$ cat src/hdl/fcrw_pkg.sv
// ----------------------------------------------------------------------------
// fcrw_pkg: shared types and codes for the cluster chain run walker
// Operation and status codes, controller states, command and status bundles.
// ----------------------------------------------------------------------------
package fcrw_pkg;

  localparam int unsigned IDX_W    = 12;
  localparam int unsigned ENTRY_W  = 32;
  localparam int unsigned OP_W     = 2;
  localparam int unsigned STATUS_W = 3;

  localparam logic [ENTRY_W-1:0] END_MARKER_RESET = 32'h0FFF_FFF8;

  localparam logic [OP_W-1:0] OP_WRITE = 2'd0;
  localparam logic [OP_W-1:0] OP_START = 2'd1;
  localparam logic [OP_W-1:0] OP_NEXT  = 2'd2;

  localparam logic [STATUS_W-1:0] ST_MORE     = 3'd0;
  localparam logic [STATUS_W-1:0] ST_FINAL    = 3'd1;
  localparam logic [STATUS_W-1:0] ST_OUTSIDE  = 3'd2;
  localparam logic [STATUS_W-1:0] ST_TOO_LONG = 3'd3;
  localparam logic [STATUS_W-1:0] ST_IDLE     = 3'd4;

  typedef enum logic [1:0] {
    S_IDLE,
    S_READ,
    S_EVAL,
    S_EMIT
  } state_t;

  // Controller to datapath
  typedef struct packed {
    logic wr_entry;   // write table entry from request payload
    logic start_run;  // begin a walk at the requested cluster
    logic start_out;  // start outside the table: result is an error
    logic next_idle;  // continue with no walk: result is idle status
    logic next_run;   // begin the next run at the pending cluster
    logic rd_entry;   // read the entry at the current cluster
    logic eval;       // apply the decision on the read entry
    logic emit;       // move the result into the output register
  } cmd_t;

  // Datapath to controller
  typedef struct packed {
    logic start_ok;     // requested cluster lies inside the table
    logic walk_active;  // a walk is in progress
    logic run_end;      // the entry just read ends the run
    logic slot_free;    // output register can take a result this cycle
  } stat_t;

endpackage

$ cat src/hdl/fcrw_ctrl.sv
// ----------------------------------------------------------------------------
// fcrw_ctrl: walk controller
// Sequences request decode, table reads, link decisions and result hand-off.
// ----------------------------------------------------------------------------
module fcrw_ctrl (
  input  logic                      clk,
  input  logic                      rst,
  input  logic                      req_valid,
  input  logic [fcrw_pkg::OP_W-1:0] req_operation,
  output logic                      req_ready,
  input  fcrw_pkg::stat_t           stat,
  output fcrw_pkg::cmd_t            cmd
);
  import fcrw_pkg::*;

  state_t state;
  state_t state_next;

  always_ff @(posedge clk) begin
    if (rst) begin
      state <= S_IDLE;
    end else begin
      state <= state_next;
    end
  end

  always_comb begin
    state_next = state;
    case (state)
      S_IDLE: begin
        if (req_valid) begin
          if (req_operation == OP_START) begin
            state_next = stat.start_ok ? S_READ : S_EMIT;
          end else if (req_operation == OP_NEXT) begin
            state_next = stat.walk_active ? S_READ : S_EMIT;
          end
        end
      end
      S_READ: state_next = S_EVAL;
      S_EVAL: state_next = stat.run_end ? S_EMIT : S_READ;
      S_EMIT: begin
        if (stat.slot_free) begin
          state_next = S_IDLE;
        end
      end
      default: state_next = S_IDLE;
    endcase
  end

  always_comb begin
    cmd       = '0;
    req_ready = 1'b0;
    case (state)
      S_IDLE: begin
        req_ready = 1'b1;
        if (req_valid) begin
          cmd.wr_entry  = (req_operation == OP_WRITE);
          cmd.start_run = (req_operation == OP_START) && stat.start_ok;
          cmd.start_out = (req_operation == OP_START) && !stat.start_ok;
          cmd.next_run  = (req_operation == OP_NEXT) && stat.walk_active;
          cmd.next_idle = (req_operation == OP_NEXT) && !stat.walk_active;
        end
      end
      S_READ: cmd.rd_entry = 1'b1;
      S_EVAL: cmd.eval = 1'b1;
      S_EMIT: cmd.emit = stat.slot_free;
      default: cmd = '0;
    endcase
  end

endmodule

$ cat config.mk
export PLATFORM = sky130hd
export DESIGN_NAME = fcrw_ctrl
export DESIGN_NICKNAME = d
export VERILOG_FILES = /design/src/hdl/fcrw_pkg.sv /design/src/hdl/fcrw_ctrl.sv
export SDC_FILE = /design/constraint.sdc
export NUM_CORES = 1
export LEC_CHECK = 0
export ABC_AREA = 1
export BUFFER_PORTS_ARGS = -buffer_cell sky130_fd_sc_hd__buf_2
export CORE_AREA = 2 2 39 41
export DETAILED_ROUTE_END_ITERATION = 10
export DIE_AREA = 0 0 41 43
export PLACE_DENSITY_LB_ADDON = 0.3
export SYNTH_ARGS = -nofsm -noshare
export SYNTH_HDL_FRONTEND = slang
export SYNTH_SLANG_ARGS = --single-unit
$ cat constraint.sdc
create_clock -name clk -period 0.9 [get_ports clk]
set_input_delay 0.18 -clock clk [delete_from_list [all_inputs] [get_ports clk]]
set_output_delay 0.18 -clock clk [all_outputs]
set_load 0.02 [all_outputs]
Word level (Yosys, flattened, before mapping)
Cells that the tools add are included.
Widths: inputs -> output; s select.
{"block": "totals", "in_bits": 9, "output_inout_bits": 9, "word_cells": 32, "register_bits": 2}
{"block": "classes", "n_mux": 14, "reduce_logical": 9, "eq_ne": 8}
{"operator": "$mux 2", "n": 7}
{"operator": "$mux 5", "n": 2}
{"operator": "$pmux 2 s4", "n": 1}
{"operator": "$eq 2x2->1 const B", "n": 3}
{"operator": "$eq 2x1->1 const B", "n": 2}
{"operator": "$logic_and 1x1->1", "n": 4}
{"operator": "$logic_not 2->1", "n": 2}
{"operator": "$mux 1", "n": 4}
{"operator": "$ne 2x2->1 const B", "n": 2}
{"operator": "$ne 3x3->1 const B", "n": 1}
{"operator": "$reduce_and 3->1", "n": 1}
{"operator": "$logic_not 1->1", "n": 2}

Depth between registers and ports, before layout
{"block": "logic_depth", "ltp_word": 5, "depth_mapped": 7}

Worst setup path after synthesis
Ideal clock, no wire load.
{"block": "synth_timing", "path_type": "reg-to-output", "start": "register state[0]", "end": "output cmd[3] in the netlist's numbering", "arrival_time_ps": 1129, "setup_slack_ps": -409, "stages_incl_launch_ff": 4, "n_path_buf": 0, "required_ps": 720, "cell_sequence": "dfxtp_1 nor2_4 nand2_4 nor3_1"}
{"element": "start: declaration", "line": "fcrw_ctrl.sv:16", "text": "state_t state;"}
{"element": "start signal: assignment", "line": "fcrw_ctrl.sv:23", "text": "state <= state_next;"}
{"element": "end: declaration", "line": "fcrw_ctrl.sv:12", "text": "output fcrw_pkg::cmd_t cmd"}

==> run metrics <==
leading registers by flop count=state x2; fin crit share=139%; Synth Instances=38; DRC=0; antenna-violating nets left=0; Layout Cells excl Fill=82; YS warnings=0; Seq/Total Area, Yosys=between 10% and 20%; initial core utilization=approximately 18%; clock buffer depth=2; IO Pins=18; P_int=0.000430 W; Hold Slack=between 0.1 and 0.15 ns; Final nets=80; final worst slack=-0.354 ns; status=finished with violations; Total GRT Usage=~9.1%; failing checks=setup timing; Placeable Area=around 0.0014 mm²; clock slew at reported path FFs=approximately 0.03 ns; Netlist cell types=13; routed vias/inst=a little under 4; Synth-to-Final Area Change=128%; Setup crit start kind=register; Die Span Y=~43 µm; CTS tree=built; IO buf count=17; initial antenna violation count=0; pwr dens=1210 mW/mm²; Crit Path Max Fanout=5; mapped cell area=roughly 250 µm²; P_leak=just under 0.3 nW; layout cell share with drive strength beyond 1=between 60 and 70%; DP Cell Count=76; Worst Hold Class=input pin to register; DRT iter0 DRCs=5; CTS Hold Bufs=0; DP HPWL=about 570 µm; Critical Path End Type=output port; post-DR wirelength/cell=8.18 µm; H-tree depth=1; Num Clock Sinks=2; Comb pwr share=a little over half; Final Util=between 40% and 50%; ant diodes=0; via count of the first global-routing pass=between 300 and 400; gr ovfl total=0; most common cell after layout, fill and taps aside=buf_6; Mapped Nets=50; worst skew pair latency=0.22 ns; row cnt=14; worst slew pin tran=roughly 0.18 ns; Power, Total=roughly 0.00068 W; max reg flops=2; #FFs+latches synth=2; first-pass GRT wire length=~1100 µm; Worst EP arrival=~1.1 ns; WL final=671 µm; final slew viol count=0; Syn Area/Cell=6.45 µm²; Final setup viols=11; Worst Skew=~0.00029 ns; Relative slew margins=approximately 88%; Die Area=0.00176 mm²; Net Sw Frac=36.6%; RSZ-0062 raised after global routing=true; final hold vios=0; first-pass detailed-route iteration total=3; TritonCTS Buffers=3; P_sw=~0.00025 W; most frequent cells in the layout=buf_6, inv_1, buf_2; Clock power frac=between 20 and 30%; Max-Cap Viols=0; largest net degree at the start of global routing=6; Crit Path Class=register to output port; Reg with most FFs=state; VDD IR max=0.514 mV; CTS Root Cell=clkbuf_4; crit path time final=1.25 ns; Req. time, crit path=between 0.7 and 0.8 ns; Seq pwr share=roughly 17%; Final GP Congestion=0.639; fmax=roughly 800 MHz; via count=320; die width=approximately 41 µm
==> path summary, 6_finish.rpt <==
path,start,endpoint,slack (ns),cells after the start
worst min register to register,state[1]$_SDFFE_PP0P_,state[0]$_SDFFE_PP0P_,0.64,3
worst min-delay path,rst,state[1]$_SDFFE_PP0P_,0.13,2
worst max register to register,state[0]$_SDFFE_PP0P_,state[0]$_SDFFE_PP0P_,-0.23,7
worst max-delay path,state[0]$_SDFFE_PP0P_,cmd[3],-0.35,4
==> per-layer routing <==
| metal | global-route usage [%] | part of all wire (%) | wire, µm |
|---|---|---|---|
| met4 | 4.00 | 0.75 | 5 |
| met5 | 0 | 0 | 0 |
| met3 | 3.66 | 12 | 82 |
| met1 | 10.9 | 43 | 286 |
| met2 | 13.8 | 44 | 296 |
==> per-stage QoR <==
stage                     cell area (µm²)  TNS [ns]  setup slack [ns]
after floorplan                       292     -1.00            -0.212
after global placement                434     -1.22            -0.211
after detailed placement              434     -1.30            -0.236
after CTS                             552     -3.51            -0.378
after global routing                  559     -3.60            -0.404
final                                 559     -3.07            -0.354
==> logic make-up after synthesis <==
| logic type | share of synthesized area [%] |
|---|---|
| AND/OR/NAND/NOR | 46.9 |
| buffers and inverters | 15.3 |
| adder cells (fa/ha/maj) | 15.3 |
| AO/OA/AOI/OAI | 6.12 |
| flip-flops | 16.3 |
==> power by group through the flow <==
stage | Combinational, W | Sequential, W | Clock, W
after detailed placement | 0.000275 | 0.000114 | 0
after global routing | 0.000399 | 0.000115 | 0.000219
after floorplan | 0.000164 | 0.000118 | 0
after CTS | 0.000355 | 0.000113 | 0.000207
after global placement | 0.000273 | 0.000114 | 0
final | 0.000368 | 0.000114 | 0.000198
==> area by class of cell <==
class | instances | area (µm²)
inverter | 10 | 42.5
tap | 16 | 20.0
sequential | 2 | 42.5
timing repair buffer | 25 | 205
multi-input combinational | 26 | 226
fill | 142 | 825
clock buffer | 3 | 22.5
==> worst max-delay path: stages, from the launching register on <==
cell and delay [ns]:
dfxtp_2 0.32, nor2_4 0.13, nand2_4 0.11, nor3_4 0.14, buf_6 0.14
==> synth_stat cells <==
| cell type | n | area share (%) |
|---|---|---|
| nand2_4 | 1 | 4.6 |
| inv_1 | 10 | 15 |
| nor2_1 | 4 | 6.1 |
| nand3_2 | 2 | 8.2 |
| nor3_1 | 3 | 6.1 |
| a21oi_2 | 1 | 3.6 |
| nand2_2 | 1 | 2.6 |
| dfxtp_1 | 2 | 16 |
| nand2_1 | 7 | 11 |
| nor2_4 | 1 | 4.6 |
| a31oi_1 | 1 | 2.6 |
| nand3_1 | 2 | 4.1 |
| ha_1 | 3 | 15 |
==> what timing repair did <==
item	in CTS	in global routing
resized for setup	25	3
endpoints found under the setup margin	11	11
pin swaps	2	3
cloned	0	0
buffers inserted	3	1
Note: power is estimated with default switching activity, not from simulation.
